### config.mk
export PLATFORM = sky130hd
export DESIGN_NAME = periodic_toggle_arm_scheduler_top
export DESIGN_NICKNAME = d
export VERILOG_FILES = /design/src/rtl/core/ptas_pkg.sv /design/src/rtl/core/periodic_toggle_arm_scheduler_top.sv /design/src/rtl/core/ptas_div.sv /design/src/rtl/core/ptas_dp.sv /design/src/rtl/core/ptas_ctrl.sv
export SDC_FILE = /design/constraint.sdc
export NUM_CORES = 2
export LEC_CHECK = 0
export ABC_CLOCK_PERIOD_IN_PS = 42300
export BUFFER_PORTS_ARGS = -buffer_cell sky130_fd_sc_hd__clkbuf_2
export CAP_MARGIN = 15
export CORE_MARGIN = 2
export CORE_UTILIZATION = 45
export CTS_CLUSTER_DIAMETER = 150
export DETAILED_ROUTE_END_ITERATION = 12
export PLACE_DENSITY = 0.69
export SLEW_MARGIN = 10
export SYNTH_ARGS = -nofsm -noshare
export SYNTH_HDL_FRONTEND = slang
export SYNTH_HIERARCHICAL = 1
export SYNTH_SLANG_ARGS = --single-unit
### constraint.sdc
create_clock -name clk -period 42.3 [get_ports clk]
set_clock_uncertainty 0.2 [all_clocks]
set_input_delay 4.23 -clock clk [delete_from_list [all_inputs] [get_ports clk]]
set_output_delay 4.23 -clock clk [all_outputs]
set_load 0.05 [all_outputs]
### src/rtl/core/ptas_pkg.sv
// Shared types and constants of the periodic toggle arm scheduler.
`timescale 1ns / 1ps
`default_nettype none
package ptas_pkg;

	localparam int unsigned TimeW = 64;

	localparam logic [1:0] OP_ARM    = 2'd0;
	localparam logic [1:0] OP_FOLD   = 2'd1;
	localparam logic [1:0] OP_STOP   = 2'd2;
	localparam logic [1:0] OP_INVERT = 2'd3;

	localparam logic [1:0] ST_OK       = 2'd0;
	localparam logic [1:0] ST_INVALID  = 2'd1;
	localparam logic [1:0] ST_OVERFLOW = 2'd2;

	localparam logic [1:0] REG_AUTO_START = 2'd0;
	localparam logic [1:0] REG_ARM_MARGIN = 2'd1;
	localparam logic [1:0] REG_EDGE_DELAY = 2'd2;

	localparam logic [TimeW-1:0] TIME_LIMIT = 64'h3FFF_FFFF_FFFF_FFFF;
	localparam logic [7:0] EDGE_DELAY_RESET = 8'd2;

	localparam int unsigned InDataW  = 328;
	localparam int unsigned OutDataW = 136;

	typedef struct packed {
		logic load;
		logic flip;
		logic fold_start;
		logic fold_apply;
		logic prep;
		logic level_adj;
		logic div1_start;
		logic div2_start;
		logic push;
		logic finish;
	} ctrl_cmd_t;

	typedef struct packed {
		logic [1:0] op;
		logic       arm_invalid;
		logic       fold_go;
		logic       push_needed;
		logic       div_busy;
		logic       out_free;
	} dp_stat_t;

endpackage
`default_nettype wire

### src/rtl/core/periodic_toggle_arm_scheduler_top.sv
// Usage notes:
// One input word on the s_ group carries an operation (arm, fold, stop or invert)
// with the live compare, the current time and the arm parameters. Every word gives
// exactly one result word on the m_ group: status, the write flag, the compare and
// interval to program, and the tracked level.
// The block works on one word at a time; s_tready is high only while it is idle.
// An operation without a fold and a rejected arm go straight to the result; an arm
// that neither folds nor pushes also passes the prep, level and push steps; a fold
// runs the divider once, and an arm that pushes its first edge forward runs it
// twice more. The time taken is set by the shared 64-bit divider,
// which retires one quotient bit per cycle and runs up to three times per arm.
// The result sits in an output register; the next word is accepted while it waits,
// and a stalled m_tready only holds the finished operation before its result is
// written. Configuration writes on cfg_* take effect at once and belong between
// operations. Reset clears the level, checkpoint and interval to idle, and sets
// the registers to auto start 0, arm margin 0 and edge delay 2.
`timescale 1ns / 1ps
`default_nettype none
module periodic_toggle_arm_scheduler_top import ptas_pkg::*; (
	input  wire logic                clk,
	input  wire logic                arst_n,
	input  wire logic                s_tvalid,
	output logic                     s_tready,
	// op[1:0], live_compare[65:2], now_time[129:66], high_time[193:130],
	// low_time[257:194], first_edge_time[321:258], zeros above
	input  wire logic [InDataW-1:0]  s_tdata,
	output logic                     m_tvalid,
	input  wire logic                m_tready,
	// status[1:0], write_compare[2], compare_value[66:3], interval_value[130:67],
	// level_high[131], zeros above
	output logic [OutDataW-1:0]      m_tdata,
	input  wire logic                cfg_wr_en,
	input  wire logic [1:0]          cfg_index,
	input  wire logic [31:0]         cfg_data
);

	ctrl_cmd_t cmd;
	dp_stat_t  stat;

	ptas_ctrl u_ctrl (
		.clk     (clk),
		.arst_n  (arst_n),
		.in_valid(s_tvalid),
		.in_ready(s_tready),
		.stat    (stat),
		.cmd     (cmd)
	);

	ptas_dp u_dp (
		.clk      (clk),
		.arst_n   (arst_n),
		.cmd      (cmd),
		.stat     (stat),
		.in_data  (s_tdata),
		.out_valid(m_tvalid),
		.out_ready(m_tready),
		.out_data (m_tdata),
		.cfg_wr_en(cfg_wr_en),
		.cfg_index(cfg_index),
		.cfg_data (cfg_data)
	);

endmodule
`default_nettype wire

### src/rtl/core/ptas_div.sv
// Iterative restoring divider, one quotient bit per cycle.
`timescale 1ns / 1ps
`default_nettype none
module ptas_div import ptas_pkg::*; (
	input  wire logic             clk,
	input  wire logic             arst_n,
	input  wire logic             start,
	input  wire logic [TimeW-1:0] dividend,
	input  wire logic [TimeW-1:0] divisor,
	output logic                  busy,
	output logic [TimeW-1:0]      quotient,
	output logic [TimeW-1:0]      remainder
);

	localparam int unsigned CntW = $clog2(TimeW + 1);

	logic [TimeW-1:0] rem_q, quo_q, dvs_q;
	logic [CntW-1:0]  cnt_q;
	logic             busy_q;
	logic [TimeW:0]   shifted, diff;

	assign shifted = {rem_q, quo_q[TimeW-1]};
	assign diff    = shifted - {1'b0, dvs_q};

	always_ff @(posedge clk or negedge arst_n) begin
		if (!arst_n) begin
			busy_q <= 1'b0;
			cnt_q  <= '0;
		end else if (start) begin
			busy_q <= 1'b1;
			cnt_q  <= CntW'(TimeW);
		end else if (busy_q) begin
			cnt_q <= cnt_q - 1'b1;
			if (cnt_q == CntW'(1)) begin
				busy_q <= 1'b0;
			end
		end
	end

	always_ff @(posedge clk) begin
		if (start) begin
			rem_q <= '0;
			quo_q <= dividend;
			dvs_q <= divisor;
		end else if (busy_q) begin
			if (!diff[TimeW]) begin
				rem_q <= diff[TimeW-1:0];
				quo_q <= {quo_q[TimeW-2:0], 1'b1};
			end else begin
				rem_q <= shifted[TimeW-1:0];
				quo_q <= {quo_q[TimeW-2:0], 1'b0};
			end
		end
	end

	assign busy      = busy_q;
	assign quotient  = quo_q;
	assign remainder = rem_q;

endmodule
`default_nettype wire

### src/rtl/core/ptas_dp.sv
// Datapath: operand, state, configuration and result registers with the shared divider.
`timescale 1ns / 1ps
`default_nettype none
module ptas_dp import ptas_pkg::*; (
	input  wire logic                clk,
	input  wire logic                arst_n,
	input  wire ctrl_cmd_t           cmd,
	output dp_stat_t                 stat,
	input  wire logic [InDataW-1:0]  in_data,
	output logic                     out_valid,
	input  wire logic                out_ready,
	output logic [OutDataW-1:0]      out_data,
	input  wire logic                cfg_wr_en,
	input  wire logic [1:0]          cfg_index,
	input  wire logic [31:0]         cfg_data
);

	logic [1:0]       op_q;
	logic [TimeW-1:0] live_q, now_q, hi_q, lo_q, req_q;
	logic [31:0]      auto_q, margin_q;
	logic [7:0]       delay_q;
	logic             level_q;
	logic [TimeW-1:0] cp_q, ai_q;
	logic [TimeW-1:0] first_q, deadline_q, period_q, q1_q, dr_q;
	logic             ovf_q;
	logic             out_valid_q;
	logic [1:0]       status_q;
	logic             wr_q, lvl_out_q;
	logic [TimeW-1:0] cmp_q, int_q;

	logic             div_start, div_busy;
	logic [TimeW-1:0] div_a, div_b, div_quo, div_rem;
	logic             arm_invalid;
	logic [TimeW-1:0] f0, inv_sum;

	assign arm_invalid = (hi_q == '0) || (lo_q == '0) || (hi_q > TIME_LIMIT) ||
		(lo_q > TIME_LIMIT);

	assign div_start = cmd.fold_start | cmd.div1_start | cmd.div2_start;
	always_comb begin
		div_a = ~first_q;
		div_b = period_q;
		if (cmd.fold_start) begin
			div_a = live_q - cp_q;
			div_b = ai_q;
		end else if (cmd.div1_start) begin
			div_a = deadline_q - first_q;
		end
	end

	ptas_div u_div (
		.clk      (clk),
		.arst_n   (arst_n),
		.start    (div_start),
		.dividend (div_a),
		.divisor  (div_b),
		.busy     (div_busy),
		.quotient (div_quo),
		.remainder(div_rem)
	);

	assign f0      = (req_q != '0) ? req_q : now_q + TimeW'(auto_q);
	assign inv_sum = live_q + ai_q;

	always_ff @(posedge clk or negedge arst_n) begin
		if (!arst_n) begin
			auto_q   <= '0;
			margin_q <= '0;
			delay_q  <= EDGE_DELAY_RESET;
		end else if (cfg_wr_en) begin
			case (cfg_index)
				REG_AUTO_START: auto_q   <= cfg_data;
				REG_ARM_MARGIN: margin_q <= cfg_data;
				REG_EDGE_DELAY: delay_q  <= cfg_data[7:0];
				default: ;
			endcase
		end
	end

	always_ff @(posedge clk or negedge arst_n) begin
		if (!arst_n) begin
			level_q     <= 1'b0;
			cp_q        <= '0;
			ai_q        <= '0;
			out_valid_q <= 1'b0;
		end else begin
			if (cmd.flip) begin
				level_q <= ~level_q;
			end
			if (cmd.fold_apply) begin
				level_q <= level_q ^ div_quo[0];
				cp_q    <= live_q;
			end
			if (cmd.finish) begin
				out_valid_q <= 1'b1;
				case (op_q)
					OP_ARM: begin
						if (!arm_invalid) begin
							ai_q <= ovf_q ? '0 : (level_q ? lo_q : hi_q);
							cp_q <= ovf_q ? '0 : first_q;
						end
					end
					OP_STOP: begin
						ai_q <= '0;
						cp_q <= '0;
					end
					OP_INVERT: begin
						if (ai_q != '0 && live_q <= ~ai_q) begin
							cp_q <= inv_sum;
						end
					end
					default: ;
				endcase
			end else if (out_ready) begin
				out_valid_q <= 1'b0;
			end
		end
	end

	always_ff @(posedge clk) begin
		if (cmd.load) begin
			op_q   <= in_data[1:0];
			live_q <= in_data[65:2];
			now_q  <= in_data[129:66];
			hi_q   <= in_data[193:130];
			lo_q   <= in_data[257:194];
			req_q  <= in_data[321:258];
		end
		if (cmd.prep) begin
			first_q    <= (f0 > TimeW'(delay_q)) ? f0 - TimeW'(delay_q) : f0;
			deadline_q <= now_q + TimeW'(margin_q);
			period_q   <= hi_q + lo_q;
			ovf_q      <= 1'b0;
		end
		if (cmd.level_adj && level_q) begin
			first_q <= (first_q > lo_q) ? first_q - lo_q : first_q + hi_q;
		end
		if (cmd.div2_start) begin
			q1_q <= div_quo;
			dr_q <= deadline_q - div_rem;
		end
		if (cmd.push) begin
			// Whole periods past the deadline: deadline - remainder + period.
			ovf_q   <= (q1_q >= div_quo);
			first_q <= dr_q + period_q;
		end
		if (cmd.finish) begin
			lvl_out_q <= level_q;
			status_q  <= ST_OK;
			wr_q      <= 1'b0;
			cmp_q     <= '0;
			int_q     <= ai_q;
			case (op_q)
				OP_ARM: begin
					if (arm_invalid) begin
						status_q <= ST_INVALID;
					end else if (ovf_q) begin
						status_q <= ST_OVERFLOW;
						wr_q     <= 1'b1;
						int_q    <= '0;
					end else begin
						wr_q  <= 1'b1;
						cmp_q <= first_q;
						int_q <= level_q ? lo_q : hi_q;
					end
				end
				OP_STOP: begin
					wr_q  <= 1'b1;
					int_q <= '0;
				end
				OP_INVERT: begin
					if (ai_q != '0 && live_q <= ~ai_q) begin
						wr_q  <= 1'b1;
						cmp_q <= inv_sum;
					end
				end
				default: ;
			endcase
		end
	end

	assign stat.op          = op_q;
	assign stat.arm_invalid = arm_invalid;
	assign stat.fold_go     = (ai_q != '0) && (live_q >= cp_q);
	assign stat.push_needed = first_q < deadline_q;
	assign stat.div_busy    = div_busy;
	assign stat.out_free    = !out_valid_q || out_ready;

	assign out_valid = out_valid_q;
	assign out_data  = {4'b0, lvl_out_q, int_q, cmp_q, wr_q, status_q};

endmodule
`default_nettype wire

### src/rtl/core/ptas_ctrl.sv
// Controller state machine that sequences one operation through the datapath.
`timescale 1ns / 1ps
`default_nettype none
module ptas_ctrl import ptas_pkg::*; (
	input  wire logic     clk,
	input  wire logic     arst_n,
	input  wire logic     in_valid,
	output logic          in_ready,
	input  wire dp_stat_t stat,
	output ctrl_cmd_t     cmd
);

	typedef enum logic [8:0] {
		S_IDLE      = 9'b000000001,
		S_CHECK     = 9'b000000010,
		S_FOLD_WAIT = 9'b000000100,
		S_PREP      = 9'b000001000,
		S_LEVEL     = 9'b000010000,
		S_PUSH      = 9'b000100000,
		S_DIV1_WAIT = 9'b001000000,
		S_DIV2_WAIT = 9'b010000000,
		S_FINISH    = 9'b100000000
	} state_t;

	state_t state_q, state_d;

	always_comb begin
		state_d = state_q;
		cmd     = '0;
		case (state_q)
			S_IDLE: begin
				if (in_valid) begin
					cmd.load = 1'b1;
					state_d  = S_CHECK;
				end
			end
			S_CHECK: begin
				cmd.flip = (stat.op == OP_INVERT);
				if (stat.op == OP_ARM && stat.arm_invalid) begin
					state_d = S_FINISH;
				end else if (stat.fold_go) begin
					cmd.fold_start = 1'b1;
					state_d        = S_FOLD_WAIT;
				end else begin
					state_d = (stat.op == OP_ARM) ? S_PREP : S_FINISH;
				end
			end
			S_FOLD_WAIT: begin
				if (!stat.div_busy) begin
					cmd.fold_apply = 1'b1;
					state_d        = (stat.op == OP_ARM) ? S_PREP : S_FINISH;
				end
			end
			S_PREP: begin
				cmd.prep = 1'b1;
				state_d  = S_LEVEL;
			end
			S_LEVEL: begin
				cmd.level_adj = 1'b1;
				state_d       = S_PUSH;
			end
			S_PUSH: begin
				if (stat.push_needed) begin
					cmd.div1_start = 1'b1;
					state_d        = S_DIV1_WAIT;
				end else begin
					state_d = S_FINISH;
				end
			end
			S_DIV1_WAIT: begin
				if (!stat.div_busy) begin
					cmd.div2_start = 1'b1;
					state_d        = S_DIV2_WAIT;
				end
			end
			S_DIV2_WAIT: begin
				if (!stat.div_busy) begin
					cmd.push = 1'b1;
					state_d  = S_FINISH;
				end
			end
			S_FINISH: begin
				if (stat.out_free) begin
					cmd.finish = 1'b1;
					state_d    = S_IDLE;
				end
			end
			default: state_d = S_IDLE;
		endcase
	end

	always_ff @(posedge clk or negedge arst_n) begin
		if (!arst_n) begin
			state_q <= S_IDLE;
		end else begin
			state_q <= state_d;
		end
	end

	assign in_ready = (state_q == S_IDLE);

endmodule
`default_nettype wire

### Word-level counts from Yosys, hierarchy flattened

Cells that the tools add are included.

* add/sub/neg operators: 13
* muxes and demuxes: 67
* $lt $le $gt $ge: 8
* reductions and logical operators: 25
* bitwise logic cells: 7
* equality and inequality tests: 19

Operator list (number)
* $mux W64: 22
* $add A64 B64 Y64: 4
* $pmux W64 S2: 2
* $sub A64 B64 Y64: 4
* $pmux W64 S3: 1
* $add A64 B32 Y64: 2
* $ge A64 B64 Y1: 2
* $gt A64 B62 Y1 const B: 2
* $logic_not A64 Y1: 2
* $not A64 Y64: 2
* $reduce_bool A64 Y1: 2
* $mux W9: 9
* $pmux W9 S9: 1
* $sub A65 B64 Y65: 1
* $gt A64 B64 Y1: 1
* $gt A64 B8 Y1: 1
* $le A64 B64 Y1: 1
* $lt A64 B64 Y1: 1
* $sub A64 B8 Y64: 1
* $mux W1: 27
* $mux W7: 2
* $ne A2 B2 Y1 const B: 5
* $eq A9 B1 Y1 const B: 1
* $eq A9 B2 Y1 const B: 1
* 25 further kinds: 42

* output and inout bits: 138
* register bits: 1186

### Depth between registers and ports, before layout

* depth in word-level cells: 10
* mapped depth: 28

### Cells and area by module

The synthesis kept the hierarchy.

Modules (own cells, without submodules)
* ptas_dp: cells each 7753, sequential area each 28328.4 um^2, instances 1, area an instance 74112.3 um^2
* ptas_div: cells each 1197, sequential area each 5325.1 um^2, instances 1, area an instance 11905.2 um^2
* ptas_ctrl: cells each 83, sequential area each 226.5 um^2, instances 1, area an instance 739.5 um^2

### Least setup slack after synthesis

No wires, ideal clock.

* path kind: register to register
* start point: register u_ctrl.state_q[8]
* end point: register u_dp.u_div.quo_q[0], in the netlist u_dp/u_div/quotient[0] (enable)
* period minus slack after synthesis: 17908 ps
* required time: 41681 ps
* setup time: 419 ps
* arrival: 17289 ps
* cell stages (with the launch flop): 10
* path slack: 24392 ps
* cell sequence: dfrtp_1 buf_6 nor4_1 nand2_1 nor4_1 or3_1 clkbuf_1 nor2_1 clkbuf_1 inv_1

RTL lines
* start: declaration: RTL line ptas_ctrl.sv:25 `state_t state_q, state_d;`
* start signal: assignment: RTL line ptas_ctrl.sv:96 `state_q <= state_d;`
* end signal: assignment: RTL line ptas_div.sv:43 `quo_q <= dividend;`
* end signal: assignment: RTL line ptas_div.sv:48 `quo_q <= {quo_q[TimeW-2:0], 1'b1};`
* end signal: assignment: RTL line ptas_div.sv:51 `quo_q <= {quo_q[TimeW-2:0], 1'b0};`
* end: declaration: RTL line ptas_div.sv:17 `logic [TimeW-1:0] rem_q, quo_q, dvs_q;`

==> impl_metrics.py <==
metrics = {
    "pwr": {
        "p_clk_frac": 0.222,
        "ir_drop_mv": 0.04854,
        "total_power_mw": 5.713,
        "switching_share": 0.4295,
        "seqPwrFrac": 0.320,
        "combPwrFrac": 0.458,
        "p_leak_nw": 39.97,
        "power.internal_mw": 3.259,
        "p_per_area_nw_per_um2": 59.19,
        "p_sw_mw": 2.454,
    },
    "setup_path": {
        "crit_arrival_ps": 8490,
        "worst_setup_path_start_kind": "register",
        "cp_slowest_cell": "o41ai_1",
        "crit_chain": "inv_1 > ha_1 > fa_1 > nor2b_1 > o21a_1 > o21ai_0 > a211oi_1 > or3_1 > a21o_1 > o41ai_1 > o211ai_1 > a31o_2 > a32o_1 > nor2_1 > a21oi_1 > o21ai_0 > a211oi_1 > and3_4 > or3_4 > nor2b_2 > buf_4 > nand2_2 > o221ai_1",
        "crit_type": "register to register",
        "cp_top_family": "compound AO/OA/AOI/OAI gates",
        "crit_fanout": 58,
        "path_buf_inv": 2,
        "critPathMaxStageDelay_ps": 830,
        "cp-end-kind": "register",
        "cp.required_ps": 42830,
    },
    "cells_and_area": {
        "final_common_cell": "edfxtp_1",
        "drive_gt1_frac": 0.1261,
        "syn_to_final_growth_pct": 11.24,
        "fill_cells": 17520,
        "final_area_um2": 96510,
        "nNetsFinal": 10490,
        "layout.cells.most_common_list": "edfxtp_1, a21oi_1, ha_1",
        "final_cells": 12050,
    },
    "synth": {
        "synth_top_area_cell": "edfxtp_1",
        "avgSynthCellArea_um2": 9.604,
        "synth_enable_flop_cells": 903,
        "synth_warnings": 6,
        "yosysTopAreaCellShare": 0.3126,
        "syn_inst": 9033,
        "async_flop_share": 0.1847,
        "ys_ff_latch": 1186,
        "netlist_area_um2": 86760,
        "synth_seq_area_share": 0.3905,
        "yosys-top-cells-area": "edfxtp_1, ha_1, dfrtp_1",
        "synth_cell_type_count": 115,
        "ys.flop_type": "edfxtp_1",
    },
    "clock_tree": {
        "htreeDepth": 4,
        "cts_tree": "yes",
        "postCtsHoldBufs": 0,
        "numCtsBuffers": 141,
        "clkLatencyLatePin_ps": 850,
        "postCtsSetupRepairBufs": 0,
        "cts_buffer_depth": 3,
        "cts.sinks": 1186,
        "clk_pin_slew_ps": 60,
        "cts_root_buffer": "clkbuf_16",
        "cts_resized": 0,
    },
    "route": {
        "drt_iter0_markers": 8531,
        "ant_nets": 0,
        "wl_mm": 341.3,
        "drc": 0,
        "wl_per_cell_um": 28.32,
        "firstDrtPassIters": 6,
        "vias": 75370,
        "viasPerCell": 6.255,
    },
    "global_routing": {
        "grt_pass1_vias": 71420,
        "grt_overflow": 0,
        "grt_max_degree": 141,
        "grt_usage": 0.3367,
        "grt_pass1_wl_mm": 485.0,
        "antenna_found_initial": 34,
    },
    "place": {
        "io_buffers": 494,
        "dp.cells": 11770,
        "placed_area_um2": 91670,
        "gp_congestion": 1.010,
        "place_hpwl_mm": 274.6,
    },
    "die": {
        "core-area_um2": 192000,
        "die_w_um": 443.1,
        "io_pins": 505,
        "design.die.area_um2": 196300,
        "rows": 161,
        "chipHeight_um": 443.1,
        "start_util": 0.4519,
    },
    "timing": {
        "rsz0062_at_grt": "no",
        "holdWs_ps": 270.0,
        "post-route-period-util": 0.1882,
        "period_needed_ps": 7961,
        "hold_viol": 0,
        "worstMarginPinSlew_ps": 1246,
        "timing.setup.tns_ps": 0,
        "max_freq_mhz": 125.6,
        "slew_viol_final": 0,
        "relSlewSlack": 0.1666,
        "setup_viol_count_final": 0,
    },
    "min_path": {
        "hold_path.class": "register to register",
    },
    "run": {
        "drv_cap": 0,
    },
    "run_status": {
        "outcome": "finished clean",
    },
}
## cells in the mapped netlist (115+ instances only)
| master | count |
|---|---|
| ha_1 | 715 |
| edfxtp_1 | 903 |
| nand2_1 | 590 |
| a21o_1 | 436 |
| nor2_1 | 610 |
| inv_1 | 576 |
| nor3_1 | 133 |
| nand3_1 | 162 |
| mux2_2 | 264 |
| xor2_1 | 237 |
| nand2b_1 | 115 |
| clkbuf_1 | 294 |
| a211oi_1 | 177 |
| nand4_1 | 173 |
| a21oi_1 | 788 |
| mux2i_1 | 184 |
| xnor2_1 | 418 |
| dfrtp_1 | 217 |
| o21ai_0 | 511 |
## power groups by stage
| stage | combinational [mW] | clock (mW) | sequential, mW |
|---|---|---|---|
| 2_1_floorplan | 1.82 | 0 | 1.78 |
| 3_3_place_gp | 2.52 | 0 | 1.84 |
| 3_5_place_dp | 2.54 | 0 | 1.84 |
| 4_1_cts | 2.57 | 1.29 | 1.82 |
| 5_1_grt | 2.84 | 1.33 | 1.84 |
| 6_report | 2.62 | 1.27 | 1.83 |
## area by class of cell
| type | instances | area (um2) | share of cell area |
|---|---|---|---|
| clock inverters | 83 | 992.2 | 0.01028 |
| flip-flops and latches | 1186 | 33890 | 0.3511 |
| well taps | 2526 | 3161 | 0.03275 |
| multi-input cells | 6918 | 49390 | 0.5118 |
| repair buffers | 567 | 3068 | 0.03179 |
| diodes | 13 | 32.53 | 0.0003371 |
| clock buffers | 180 | 3817 | 0.03955 |
| inverters | 577 | 2166 | 0.02244 |
## final timing paths
| kind | start | to | slack, ps | cells past startpoint |
|---|---|---|---|---|
| max reg2reg | u_dp/live_q[0] | u_dp/u_div/remainder[52] | 34340 | 23 |
| min | u_dp/u_div/quotient[43] | u_dp/q1_q[43] | 270 | 0 |
| min reg2reg | u_dp/u_div/quotient[43] | u_dp/q1_q[43] | 270 | 0 |
| min in group asynchronous | arst_n | u_dp/auto_q[31] | 3170 | 1 |
| max in group asynchronous | arst_n | u_dp/u_div/busy | 37250 | 2 |
| max | u_dp/live_q[0] | u_dp/u_div/remainder[52] | 34340 | 23 |
## through the flow
step | utilization | setup WS [ps]
floorplan | - | 24390
global placement | 0.4775 | 34540
detailed placement | 0.4775 | 34430
CTS | 0.5026 | 34440
global route | 0.5026 | 33980
finish | 0.5027 | 34340
## per-layer routing
metal  GRT usage  share of wire
met5           0       0.000035
met4      0.1410          0.047
met3     0.06063          0.090
met2      0.5070           0.43
met1      0.4748           0.44
## cells by family after synthesis
kind of cell / synth area share
adders and majority gates: 0.1059
other: 0.00004322
muxes: 0.05580
DFF: 0.3905
buffers and inverters: 0.04190
xor gates and xnor gates: 0.06612
AOI/OAI and AO/OA: 0.2073
and+or+nand+nor: 0.1324
(Power assumes the default switching activity.)
